## src/hdl/pmcd_pkg.sv

```systemverilog
// Shared types, constants and character tables for the POCSAG message character decoder.
package pmcd_pkg;

    localparam int MAX_CHARS_DEF  = 128;
    localparam int WORD_W         = 20;
    localparam int CHAR_W         = 7;
    localparam int IDX_W          = 7;
    localparam int TYPE_W         = 2;
    localparam int CHARS_PER_WORD = 5;
    localparam int CNT_W          = 3;
    localparam int SLOT_W         = 3;
    localparam int NIB_W          = 4;
    localparam int JOB_DEPTH      = 2;
    localparam int EXT_W          = CHARS_PER_WORD * CHAR_W;

    localparam logic [CHAR_W-1:0] CH_ZERO  = 7'h30;
    localparam logic [CHAR_W-1:0] CH_STAR  = 7'h2A;
    localparam logic [CHAR_W-1:0] CH_U     = 7'h55;
    localparam logic [CHAR_W-1:0] CH_SPACE = 7'h20;
    localparam logic [CHAR_W-1:0] CH_DASH  = 7'h2D;
    localparam logic [CHAR_W-1:0] CH_RPAR  = 7'h29;
    localparam logic [CHAR_W-1:0] CH_LPAR  = 7'h28;

    typedef enum logic [TYPE_W-1:0] {
        MT_NUMERIC = 2'd0,
        MT_SKIP_A  = 2'd1,
        MT_SKIP_B  = 2'd2,
        MT_ALPHA   = 2'd3
    } t_msg_type;

    // One request from the front to the back: up to five characters to emit.
    typedef struct packed {
        logic                                   numeric;
        logic [CNT_W-1:0]                       count;
        logic [CHARS_PER_WORD-1:0][CHAR_W-1:0]  data;
        logic [IDX_W-1:0]                       base;
    } t_job;

    function automatic logic [CHAR_W-1:0] numeric_char(input logic [NIB_W-1:0] nib);
        logic [CHAR_W-1:0] ch;
        ch = CH_ZERO;
        unique case (nib)
            4'hA:    ch = CH_STAR;
            4'hB:    ch = CH_U;
            4'hC:    ch = CH_SPACE;
            4'hD:    ch = CH_DASH;
            4'hE:    ch = CH_RPAR;
            4'hF:    ch = CH_LPAR;
            default: ch = CH_ZERO + {3'b000, nib};
        endcase
        return ch;
    endfunction

endpackage

```

## src/hdl/pmcd_front.sv

```systemverilog
// Front end: accepts payload words, keeps the message position and builds character requests.
module pmcd_front
    import pmcd_pkg::*;
#(
    parameter int MAX_CHARS = MAX_CHARS_DEF
) (
    input  logic              i_clk,
    input  logic              i_rst_n,
    input  logic              i_cfg_we,
    input  logic [TYPE_W-1:0] i_cfg_wdata,
    input  logic              i_take,
    input  logic [WORD_W-1:0] i_word,
    input  logic              i_start_req,
    output logic              o_enq,
    output t_job              o_job
);

    localparam int ALPHA_LIMIT = MAX_CHARS * CHAR_W;
    localparam int POS_W       = $clog2(ALPHA_LIMIT + WORD_W + 1);

    t_msg_type         r_msg_type;
    logic [POS_W-1:0]  r_pos, n_pos;
    logic [SLOT_W-1:0] r_slot, n_slot;
    logic [IDX_W-1:0]  r_quot, n_quot;
    logic [CHAR_W-1:0] r_partial, n_partial;

    logic [POS_W-1:0]  pos_eff;
    logic [SLOT_W-1:0] slot_eff;
    logic [IDX_W-1:0]  quot_eff;
    logic [CHAR_W-1:0] partial_eff;
    logic [WORD_W-1:0] rev;
    logic [EXT_W-1:0]  ext;
    logic              alpha_ok;
    logic              num_ok;
    t_job              job;

    always_comb begin
        for (int i = 0; i < WORD_W; i++) begin
            rev[i] = i_word[WORD_W-1-i];
        end
    end

    assign pos_eff     = i_start_req ? '0 : r_pos;
    assign slot_eff    = i_start_req ? '0 : r_slot;
    assign quot_eff    = i_start_req ? '0 : r_quot;
    assign partial_eff = i_start_req ? '0 : r_partial;

    // Bit stream with the pending bits first, then the word's bits in arrival order.
    assign ext      = EXT_W'(partial_eff) | (EXT_W'(rev) << slot_eff);
    assign alpha_ok = (pos_eff + POS_W'(WORD_W)) < POS_W'(ALPHA_LIMIT);
    assign num_ok   = (pos_eff + POS_W'(CHARS_PER_WORD)) < POS_W'(MAX_CHARS);

    always_comb begin
        n_pos     = pos_eff;
        n_slot    = slot_eff;
        n_quot    = quot_eff;
        n_partial = partial_eff;
        o_enq     = 1'b0;
        job       = '0;
        if (r_msg_type == MT_ALPHA && alpha_ok) begin
            o_enq       = 1'b1;
            job.numeric = 1'b0;
            job.data    = ext;
            job.base    = quot_eff;
            n_pos       = pos_eff + POS_W'(WORD_W);
            if (slot_eff == '0) begin
                job.count = CNT_W'(2);
                n_partial = ext[2*CHAR_W +: CHAR_W];
                n_slot    = SLOT_W'(CHAR_W - 1);
                n_quot    = quot_eff + IDX_W'(2);
            end else begin
                job.count = CNT_W'(3);
                n_partial = ext[3*CHAR_W +: CHAR_W];
                n_slot    = slot_eff - SLOT_W'(1);
                n_quot    = quot_eff + IDX_W'(3);
            end
        end else if (r_msg_type == MT_NUMERIC && num_ok) begin
            o_enq       = 1'b1;
            job.numeric = 1'b1;
            job.count   = CNT_W'(CHARS_PER_WORD);
            job.base    = pos_eff[IDX_W-1:0];
            for (int k = 0; k < CHARS_PER_WORD; k++) begin
                // Nibble k sits in bits of the word's k-th group from the top, reversed.
                for (int b = 0; b < NIB_W; b++) begin
                    job.data[k][b] = i_word[(CHARS_PER_WORD-1-k)*NIB_W + (NIB_W-1-b)];
                end
            end
            n_pos = pos_eff + POS_W'(CHARS_PER_WORD);
            if (slot_eff >= SLOT_W'(2)) begin
                n_slot = slot_eff - SLOT_W'(2);
                n_quot = quot_eff + IDX_W'(1);
            end else begin
                n_slot = slot_eff + SLOT_W'(CHARS_PER_WORD);
            end
        end
    end

    assign o_job = job;

    always_ff @(posedge i_clk) begin
        if (!i_rst_n) begin
            r_msg_type <= MT_NUMERIC;
            r_pos      <= '0;
            r_slot     <= '0;
            r_quot     <= '0;
            r_partial  <= '0;
        end else begin
            if (i_cfg_we) begin
                r_msg_type <= t_msg_type'(i_cfg_wdata);
            end
            if (i_take) begin
                r_pos     <= n_pos;
                r_slot    <= n_slot;
                r_quot    <= n_quot;
                r_partial <= n_partial;
            end
        end
    end

endmodule

```

## src/hdl/pmcd_queue.sv

```systemverilog
// Short request queue between the front end and the character output stage.
module pmcd_queue
    import pmcd_pkg::*;
(
    input  logic i_clk,
    input  logic i_rst_n,
    input  logic i_enq,
    input  t_job i_job,
    output logic o_full,
    output logic o_head_valid,
    output t_job o_head,
    input  logic i_deq
);

    localparam int PTR_W = (JOB_DEPTH > 1) ? $clog2(JOB_DEPTH) : 1;
    localparam int CNT_QW = $clog2(JOB_DEPTH + 1);

    t_job               r_mem [JOB_DEPTH];
    logic [PTR_W-1:0]   r_wr;
    logic [PTR_W-1:0]   r_rd;
    logic [CNT_QW-1:0]  r_cnt;
    logic               do_enq;
    logic               do_deq;

    assign o_full       = (r_cnt == CNT_QW'(JOB_DEPTH));
    assign o_head_valid = (r_cnt != '0);
    assign o_head       = r_mem[r_rd];
    assign do_enq       = i_enq && !o_full;
    assign do_deq       = i_deq && o_head_valid;

    always_ff @(posedge i_clk) begin
        if (do_enq) begin
            r_mem[r_wr] <= i_job;
        end
    end

    always_ff @(posedge i_clk) begin
        if (!i_rst_n) begin
            r_wr  <= '0;
            r_rd  <= '0;
            r_cnt <= '0;
        end else begin
            if (do_enq) begin
                r_wr <= (r_wr == PTR_W'(JOB_DEPTH - 1)) ? '0 : r_wr + PTR_W'(1);
            end
            if (do_deq) begin
                r_rd <= (r_rd == PTR_W'(JOB_DEPTH - 1)) ? '0 : r_rd + PTR_W'(1);
            end
            if (do_enq && !do_deq) begin
                r_cnt <= r_cnt + CNT_QW'(1);
            end else if (do_deq && !do_enq) begin
                r_cnt <= r_cnt - CNT_QW'(1);
            end
        end
    end

endmodule

```

## src/hdl/pmcd_back.sv

```systemverilog
// Back end: walks one request character by character into the output register.
module pmcd_back
    import pmcd_pkg::*;
(
    input  logic              i_clk,
    input  logic              i_rst_n,
    input  logic              i_head_valid,
    input  t_job              i_head,
    output logic              o_deq,
    input  logic              pop,
    output logic              empty,
    output logic [CHAR_W-1:0] o_char_code,
    output logic [IDX_W-1:0]  o_char_index,
    output logic              o_last
);

    logic [CNT_W-1:0]  r_k;
    logic              r_valid;
    logic [CHAR_W-1:0] r_code;
    logic [IDX_W-1:0]  r_index;
    logic              r_last;
    logic              load;
    logic              is_last;
    logic [CHAR_W-1:0] raw;
    logic [CHAR_W-1:0] code;

    assign load    = i_head_valid && (!r_valid || pop);
    assign is_last = (r_k == i_head.count - CNT_W'(1));
    assign raw     = i_head.data[r_k];
    assign code    = i_head.numeric ? numeric_char(raw[NIB_W-1:0]) : raw;
    assign o_deq   = load && is_last;

    always_ff @(posedge i_clk) begin
        if (load) begin
            r_code  <= code;
            r_index <= i_head.base + IDX_W'(r_k);
            r_last  <= is_last;
        end
    end

    always_ff @(posedge i_clk) begin
        if (!i_rst_n) begin
            r_k     <= '0;
            r_valid <= 1'b0;
        end else begin
            if (load) begin
                r_valid <= 1'b1;
                r_k     <= is_last ? '0 : r_k + CNT_W'(1);
            end else if (pop) begin
                r_valid <= 1'b0;
            end
        end
    end

    assign empty        = !r_valid;
    assign o_char_code  = r_code;
    assign o_char_index = r_index;
    assign o_last       = r_last;

endmodule

```

## src/hdl/pocsag_message_char_decoder.sv

```systemverilog
// With the output stage idle, the first character of a word is written into the request queue
// at the edge that accepts its push and is loaded into the output register in the cycle after.
// Throughput: one character per cycle from the output stage while pop is held; a word
// yields two, three or five characters (alphanumeric or numeric), or none and no request.
// The figure is set by the single output register fed from a two-entry request queue.
// Reset (synchronous, active low) clears the position, partial character, queue and output
// and sets the message type to numeric; no clearing pass is needed.
module pocsag_message_char_decoder
    import pmcd_pkg::*;
#(
    parameter int MAX_CHARS = MAX_CHARS_DEF
) (
    input  logic              i_clk,
    input  logic              i_rst_n,
    input  logic              i_cfg_we,
    input  logic [TYPE_W-1:0] i_cfg_wdata,
    input  logic              push,
    output logic              full,
    input  logic [WORD_W-1:0] i_word,
    input  logic              i_start_req,
    output logic              empty,
    input  logic              pop,
    output logic [CHAR_W-1:0] o_char_code,
    output logic [IDX_W-1:0]  o_char_index,
    output logic              o_last
);

    // A word is taken whenever the request queue has room. The front end updates the
    // message position in the same cycle and, when the word produces characters,
    // writes one request into the queue.
    logic w_take;
    logic w_enq;
    t_job w_job;
    logic w_head_valid;
    t_job w_head;
    logic w_deq;

    assign w_take = push && !full;

    pmcd_front #(
        .MAX_CHARS (MAX_CHARS)
    ) u_front (
        .i_clk       (i_clk),
        .i_rst_n     (i_rst_n),
        .i_cfg_we    (i_cfg_we),
        .i_cfg_wdata (i_cfg_wdata),
        .i_take      (w_take),
        .i_word      (i_word),
        .i_start_req (i_start_req),
        .o_enq       (w_enq),
        .o_job       (w_job)
    );

    // The queue decouples word intake from character output, so a new word can be
    // accepted while the previous one is still being emitted.
    pmcd_queue u_queue (
        .i_clk        (i_clk),
        .i_rst_n      (i_rst_n),
        .i_enq        (w_take && w_enq),
        .i_job        (w_job),
        .o_full       (full),
        .o_head_valid (w_head_valid),
        .o_head       (w_head),
        .i_deq        (w_deq)
    );

    // The back end emits one character per cycle while pop is held and retires the request on its
    // final character, which it marks with o_last.
    pmcd_back u_back (
        .i_clk        (i_clk),
        .i_rst_n      (i_rst_n),
        .i_head_valid (w_head_valid),
        .i_head       (w_head),
        .o_deq        (w_deq),
        .pop          (pop),
        .empty        (empty),
        .o_char_code  (o_char_code),
        .o_char_index (o_char_index),
        .o_last       (o_last)
    );

    // Every request carries two, three or five characters.
    a_job_count: assert property (@(posedge i_clk) disable iff (!i_rst_n)
        (w_take && w_enq) |-> (w_job.count == CNT_W'(2) || w_job.count == CNT_W'(3) ||
                               w_job.count == CNT_W'(CHARS_PER_WORD)))
        else $error("request with an impossible character count");

    // Within one word the next character follows at once with the next index.
    a_index_step: assert property (@(posedge i_clk) disable iff (!i_rst_n)
        (!empty && pop && !o_last) |=>
            (!empty && o_char_index == IDX_W'($past(o_char_index) + IDX_W'(1))))
        else $error("character index did not advance within a word");

    // Nothing is shown on the result side right after reset.
    a_reset_empty: assert property (@(posedge i_clk)
        !i_rst_n |=> (empty && !full))
        else $error("queue not empty after reset");

    // The queue is never retired from while it holds nothing.
    a_deq_valid: assert property (@(posedge i_clk) disable iff (!i_rst_n)
        w_deq |-> w_head_valid)
        else $error("request retired from an empty queue");

endmodule
```

## config.mk

```make
export PLATFORM = sky130hd
export DESIGN_NAME = pocsag_message_char_decoder
export DESIGN_NICKNAME = d
export VERILOG_FILES = /design/src/hdl/pmcd_pkg.sv /design/src/hdl/pmcd_front.sv /design/src/hdl/pmcd_queue.sv /design/src/hdl/pmcd_back.sv /design/src/hdl/pocsag_message_char_decoder.sv
export SDC_FILE = /design/constraint.sdc
export NUM_CORES = 1
export LEC_CHECK = 0
export BUFFER_PORTS_ARGS = -buffer_cell sky130_fd_sc_hd__buf_2
export CAP_MARGIN = 30
export CORE_MARGIN = 5
export CORE_UTILIZATION = 40
export CTS_BUF_LIST = sky130_fd_sc_hd__clkbuf_8
export DETAILED_ROUTE_END_ITERATION = 7
export PLACE_DENSITY = 0.64
export SYNTH_ARGS = -nofsm -noshare
export SYNTH_HDL_FRONTEND = slang
export SYNTH_HIERARCHICAL = 1
export SYNTH_SLANG_ARGS = --single-unit
```

## constraint.sdc

```tcl
create_clock -name i_clk -period 15.2 [get_ports i_clk]
set_clock_uncertainty 0.05 [all_clocks]
set_input_delay 3.04 -clock i_clk [delete_from_list [all_inputs] [get_ports i_clk]]
set_output_delay 3.04 -clock i_clk [all_outputs]
set_load 0.02 [all_outputs]
```

==> results of run 1 <==
area by class of cell:
type / count / area, um^2
Fill cell: 1909 / 11200
Sequential cell: 145 / 3980
Multi-Input combinational cell: 528 / 3830
Tap cell: 270 / 338
Timing Repair Buffer: 54 / 313
Clock buffer: 18 / 248
Clock inverter: 14 / 165
Inverter: 28 / 108
per-stage QoR:
stage	worst slack (ps)	total power, uW	hold WS, ps	cell area, um^2
finish	7810	1200	430	8970
global route	7520	1260	462	8970
CTS	7930	1200	425	8950
detailed placement	7450	883	405	8540
global placement	7540	880	402	8540
floorplan	7120	795	382	8200
sequential cells by signal, indices dropped and copies added (netlist names), named ones only:
signal / count
u_front/r_slot: 3
u_front/r_quot: 7
u_back/o_char_index: 7
u_queue/r_rd: 1
u_back/o_last: 1
u_back/r_valid: 1
u_queue/r_mem: 92
u_queue/r_wr: 1
u_queue/r_cnt: 2
u_front/r_msg_type: 2
u_back/r_k: 3
u_front/r_pos: 10
u_back/o_char_code: 7
u_front/r_partial: 7
power by group through the flow:
stage          combinational [uW]  clock (uW)  sequential [uW]
6_report                      358         318              522
5_1_grt                       395         340              528
4_1_cts                       353         323              523
3_5_place_dp                  351           0              532
3_3_place_gp                  350           0              530
2_1_floorplan                 242           0              552
worst max path at each step:
stage | start | to | slack [ps] | depth (start not counted)
after floorplan | i_start_req | u_queue/r_mem[0][0] | 7120 | 15
after global placement | i_start_req | u_queue/r_mem[0][2] | 7540 | 14
after detailed placement | i_start_req | u_front/r_pos[0] | 7450 | 13
after CTS | i_start_req | u_front/r_pos[0] | 7930 | 13
after global routing | i_start_req | u_front/r_quot[2] | 7520 | 13
final | i_start_req | u_front/r_pos[0] | 7810 | 13
routing by layer:
layer | track usage, % | part of all wire (%) | vias up
li1 | - | - | 2831
met2 | 25.8 | 45 | 212
met1 | 24.1 | 46 | 2871
met4 | 4.67 | 1.4 | 0
met5 | 0 | 0 | -
met3 | 3.96 | 6.8 | 24
cells in the final DEF (no fill, tap or decap), types with 4 or more instances in the layout:
| master | netlist | layout |
|---|---|---|
| ha_1 | 19 | 19 |
| nand2_1 | 72 | 72 |
| a22oi_1 | 11 | 11 |
| clkinvlp_4 | 0 | 4 |
| nand2b_1 | 4 | 4 |
| nor2_1 | 39 | 39 |
| edfxtp_1 | 107 | 107 |
| a31oi_1 | 11 | 11 |
| nor2b_1 | 15 | 15 |
| xor2_1 | 7 | 7 |
| clkbuf_8 | 0 | 18 |
| and2_1 | 9 | 9 |
| buf_4 | 7 | 9 |
| and3_1 | 7 | 6 |
| mux2_2 | 47 | 47 |
| a21o_1 | 5 | 5 |
| o22ai_1 | 5 | 5 |
| inv_1 | 23 | 24 |
| buf_2 | 13 | 44 |
| or3_1 | 6 | 6 |
| xnor2_1 | 12 | 12 |
| o211ai_1 | 5 | 5 |
| dfxtp_1 | 38 | 37 |
| nor3_1 | 14 | 14 |
| nand3_1 | 15 | 15 |
| o2bb2ai_1 | 7 | 7 |
| o21ai_0 | 45 | 45 |
| conb_1 | 1 | 4 |
| mux2i_1 | 58 | 58 |
| a21oi_1 | 36 | 36 |
logic make-up after synthesis:
logic type	Yosys count
AO/OA/AOI/OAI	170
XOR/XNOR	20
adder cells (fa/ha/maj)	20
buffers and inverters	77
flip-flops	145
multiplexers	109
other	1
AND/OR/NAND/NOR	205
cells in the mapped netlist (3+ instances only):
master       n  area share [%]
nand2b_1     4            0.31
edfxtp_1   107              39
xnor2_1     12             1.3
a22oi_1     11             1.0
nor2b_1     15             1.1
or3_1        6            0.46
mux2_2      47             6.5
o22ai_1      5            0.38
buf_4        7            0.64
a21o_1       5            0.46
a31oi_1     11            0.84
inv_1       23             1.1
buf_6        7            0.96
and2_1       9            0.69
o31ai_1      3            0.28
nand3_1     15            0.92
nor3_1      14            0.86
a21oi_1     36             2.2
o21ai_0     45             2.8
o21ai_1      3            0.18
ha_1        19             2.9
clkbuf_1    18            0.83
o211ai_1     5            0.46
xor2_1       7            0.75
o2bb2ai_1    7            0.75
dfxtp_1     38             9.3
o21a_1       3            0.28
nor2_1      39             1.8
buf_1        3            0.14
a32oi_1      3            0.32
mux2i_1     58             7.1
and3b_1      3            0.32
nand2_1     72             3.3
and3_1       7            0.53
mux4_1       3            0.96
a21boi_0     3            0.28
buf_2       13            0.79
critical path: stages:
cell,delay (ps)
buf_2,420
clkinv_1,620
nand2_1,330
inv_1,90
ha_1,230
a21oi_1,180
o31ai_1,100
o311a_1,320
or4_1,870
inv_1,820
ha_1,370
a32oi_1,190
nor2_1,60
==> results.md, run 1 <==
- Status: complete, no violations
- Share of layout cells above drive strength 1: 19.2%
- Die area: 23,400 um^2
- Ant diodes: 0
- Max cap viols: 0
- Rel. slew slack: 35.1%
- Die W: 153 um
- Yosys warning total: 6
- Net switching power: 390 uW
- Crit. End Element: flop
- Final Util: 44.5%
- R2r setup slk: 11,050 ps
- Post-synthesis simple-gate area fraction: 12.5%
- Combinational share of power: 29.9%
- Routed wire length: 19.6 mm
- DP HPWL: 13.4 mm
- DRT Pass-1 Iters: 5
- Switch share: 32.6%
- Core footprint: 20,200 um^2
- Dominant synthesized flop cell: edfxtp_1
- Post-synth ARST share: 0%
- VDD IR max: 0.0674 mV
- Clock period minus worst slack: 7390 ps
- Postcts setup bufs: 0
- R2R Path Start: u_front/r_pos[3]
- Hold Path Stages: 1
- Hold endpoint: u_front/r_partial[4]
- Final setup viols: 0
- Vias in the first global route: 5,731
- CTS tree: built
- Initial antenna violation count: 0
- Fmax: 0.135 GHz
- Hold path start: u_front/r_partial[4]
- Pwr dens: 133 nW/um^2
- Int Pwr: 807 uW
- Final nets: 822
- Die Y: 153 um
- Detail Route Antenna Nets: 0
- Reg power frac: 43.6%
- Leakage Power: 0.00330 uW
- Worst EP arrival: 7680 ps
- Reg2reg path depth: 10
- Initial core utilization: 40.6%
- Tightest Pin Transition: 968 ps
- Non-Filler Instances: 1,057
- Final Max Slew Viols: 0
- Final hold viol count: 0
- Placed Cells: 1,024
- Sequential cell area fraction in the yosys report: 48.5%
- Worst Hold Class: reg -> reg
- WS Path Type: in -> reg
- Syn Inst Count: 747
- Root buffer cell: clkbuf_8
- # IOs: 45
- Critical path startpoint category: primary input
- Rows: 52
- Post_cts resized: 0
- Global-route wire length before repair: 31.8 mm
- Clock buffer count from CTS: 17
- Initial DRC count: 633
- Worst skew pair latency: 450 ps
- Fin crit share: 48.6%
- Register bit total from synthesis: 145
- Setup TNS: 0 ps
- Clock Path Buffers: 2
- Residual DRC: 0
- Avg WL per Cell: 18.5 um
- H-tree levels: 4
- Via density: 5.62
- Global route overflow: 0
- Worst EP required: 15,480 ps
- Clock power frac: 26.5%
- Syn-to-layout area delta: 9.63%
- Routability cong.: 0.925
- Overall Global Routing Usage: 16.9%
- Clk slew on worst S/H paths: 80 ps
- Largest net degree at the start of global routing: 48
- Compound-Gate Fraction of Synth Area: 13.7%
- Post-CTS Hold Buffers: 0
- Reg-to-reg critical path endpoint: u_front/r_pos[0]
- Mux cell area share after synthesis: 14.8%
- Port bufs: 44
- CTS sink count: 145
- Via count: 5,938
- CP Max Fanout: 30
- XOR/XNOR share of the synthesized area: 2.32%
- Netlist Area Pre-Place: 8190 um^2
- Netlist cell types: 85
- RSZ-0062 raised after global routing: false
- Adder-cell share of the synthesized area: 3.15%
- Synthesized area per cell: 11.0 um^2
- Main combinational cell family by area after synthesis: multiplexers
- Count of flip-flops with a built-in enable after synthesis: 107
Power figures use the tool's default switching activity.
==> run 2, diff against run 1 <==
- PLACE_DENSITY: 0.64 -> 0.66
- clock period: 15.2 -> 6.75 ns (I/O delays scaled with it)
==> run 2 against run 1 <==
Compared with the run above: utilization up 0.42 points; largest power group unchanged; critical path depth up 1; clock power up 140%; cell area grew 0.95%; sequential share of layout area shrank 0.42 points.
==> results.md, run 2 (same netlist as run 1, synthesis figures left out) <==
- Root buffer cell: clkbuf_8 (unchanged)
- Ant diodes: 0 (unchanged)
- # IOs: 45 (unchanged)
- Via count: 5,955 (was 5,938)
- Crit. End Element: flop (unchanged)
- Via density: 5.61 (was 5.62)
- H-tree levels: 4 (unchanged)
- Most frequent cells in the layout: 107 x edfxtp_1, 72 x nand2_1, 58 x mux2i_1 (unchanged)
- Final std cell area, no fill: 9060 um^2 (was 8970 um^2)
- Met3 wire len: 1.32 mm (was 1.34 mm)
- CP most frequent cell: buf_4
- Critical path startpoint category: primary input (unchanged)
- DP HPWL: 13.7 mm (was 13.4 mm)
- Die area: 23,400 um^2 (unchanged)
- Max layer used: met4 (unchanged)
- DRT Pass-1 Iters: 5 (unchanged)
- Slowest cell on the critical path: buf_4 (was or4_1)
- Leakage Power: 0.00336 uW (was 0.00330 uW)
- Initial antenna violation count: 0 (unchanged)
- Placed Area: 8610 um^2 (was 8540 um^2)
- Final Max Slew Viols: 0 (unchanged)
- Port bufs: 44 (unchanged)
- Core footprint: 20,200 um^2 (unchanged)
- VDD IR max: 0.130 mV (was 0.0674 mV)
- Clock Path Buffers: 2 (unchanged)
- Final hold viol count: 0 (unchanged)
- Largest regs: u_queue/r_mem x92, u_front/r_pos x10 (unchanged)
- Final setup viols: 0 (unchanged)
- Routability cong.: 0.900 (was 0.925)
- Max cap viols: 0 (unchanged)
- Critical path cell sequence: buf_2, buf_4, nor2b_1, ha_1, a21o_1, a21oi_1, o311a_1, or4_1, buf_4, nand2_1, and3b_1, inv_1, nor3_4, buf_4 (was buf_2, clkinv_1, nand2_1, inv_1, ha_1, a21oi_1, o31ai_1, o311a_1, or4_1, inv_1, ha_1, a32oi_1, nor2_1)
- Vias in the first global route: 5,570 (was 5,731)
- Status: complete, no violations (unchanged)
- Setup TNS: 0 ps (unchanged)
- Global-route wire length before repair: 31.2 mm (was 31.8 mm)
- Tightest Pin Transition: 931 ps (was 968 ps)
- Crit-path max cell delay: 510 ps (was 870 ps)
- Rel. slew slack: 37.9% (was 35.1%)
- Die Y: 153 um (unchanged)
- Largest register by flop count: u_queue/r_mem (unchanged)
- Clock period minus worst slack: 4680 ps
- Share of layout cells above drive strength 1: 19.3% (was 19.2%)
- CTS tree: built (unchanged)
- Detail Route Antenna Nets: 0 (unchanged)
- Met1 WL: 9.43 mm (was 9.08 mm)
- CP bufs+invs: 5 (was 4)
- CP Max Fanout: 47 (was 30)
- RSZ-0062 raised after global routing: false (unchanged)
- Rows: 52 (unchanged)
- Clock buffer count from CTS: 17 (unchanged)
- DR WL met2: 8.96 mm (was 8.90 mm)
- Non-Filler Instances: 1,062 (was 1,057)
- Post_cts resized: 0 (unchanged)
- Worst EP arrival: 4700 ps (was 7680 ps)
- Commonest non-fill, non-tap cell in the layout: edfxtp_1 (unchanged)
- Post-CTS Hold Buffers: 0 (unchanged)
- Worst skew pair latency: 450 ps (about the same)
- Initial DRC count: 609 (was 633)
- Die W: 153 um (unchanged)
- WS Path Type: in -> reg (unchanged)
- Placed Cells: 1,030 (was 1,024)
- Largest net degree at the start of global routing: 48 (unchanged)
- Clk slew on worst S/H paths: 80 ps (about the same)
- Worst EP required: 6780 ps (was 15,480 ps)
- Global route overflow: 0 (unchanged)
- Syn-to-layout area delta: 10.7% (was 9.63%)
- Routed wire length: 20.0 mm (was 19.6 mm)
- Avg WL per Cell: 18.8 um (was 18.5 um)
- Overall Global Routing Usage: 16.9% (about the same)
- CTS sink count: 145 (unchanged)
- Fin crit share: 69.3%
- Residual DRC: 0 (unchanged)
- Pwr dens: 304 nW/um^2 (was 133 nW/um^2)
- Final nets: 827 (was 822)
- Worst Hold Class: reg -> reg (unchanged)
- Cell family with most CP delay: simple AND/OR/NAND/NOR gates (was buffers and inverters)
- Max reg flops: 92 (unchanged)
- Fmax: 0.214 GHz
- Postcts setup bufs: 0 (unchanged)
- Initial core utilization: 40.6% (unchanged)
-- run 2: worst paths after layout --
path	slack, ps	depth (start not counted)	startpoint	end
hold / removal	430	1	u_front/r_partial[1]	u_front/r_partial[1]
setup / recovery	2070	14	i_start_req	u_queue/r_mem[0][40]
hold reg to reg	430	1	u_front/r_partial[1]	u_front/r_partial[1]
setup reg to reg	2820	12	u_front/r_pos[3]	u_queue/r_mem[0][40]
-- run 2: final cells by class --
type                    instances  area, um^2
repair buffers                 59         365
well taps                     270         338
inverters                      28         108
clock buffers                  18         248
flip-flops and latches        145        3980
multi-input cells             528        3830
fillers                      1934       11100
clock inverters                14         198
-- run 2: worst reg2reg max path, delay by kind of cell, from the launching register on --
kind	cells	cell delay, ps
flops	1	460
compound gates	3	610
buf+inv	3	820
simple gates	5	1270
fa+ha+maj	1	300
-- run 2: through the flow --
stage               util, %  setup WS, ps  total power, uW  hold slack [ps]
floorplan                 -           355             1790              382
global placement       42.6          1750             1990              400
detailed placement     42.7          1640             2000              405
CTS                    44.9          2130             2770              424
global route           44.9          1900             2900              455
finish                 44.9          2070             2750              427
-- run 2: layer usage --
layer / GRT usage, % / vias up
li1: - / 2840
met1: 24.1 / 2868
met2: 25.5 / 225
met3: 4.13 / 22
met4: 4.96 / 0
met5: 0 / -
-- run 2: power by group --
group | switching, uW | total, uW | internal (uW)
Combinational | 491 | 797 | 305
Sequential | 47.9 | 1180 | 1130
Clock | 330 | 773 | 444
Total | 869 | 2750 | 1880
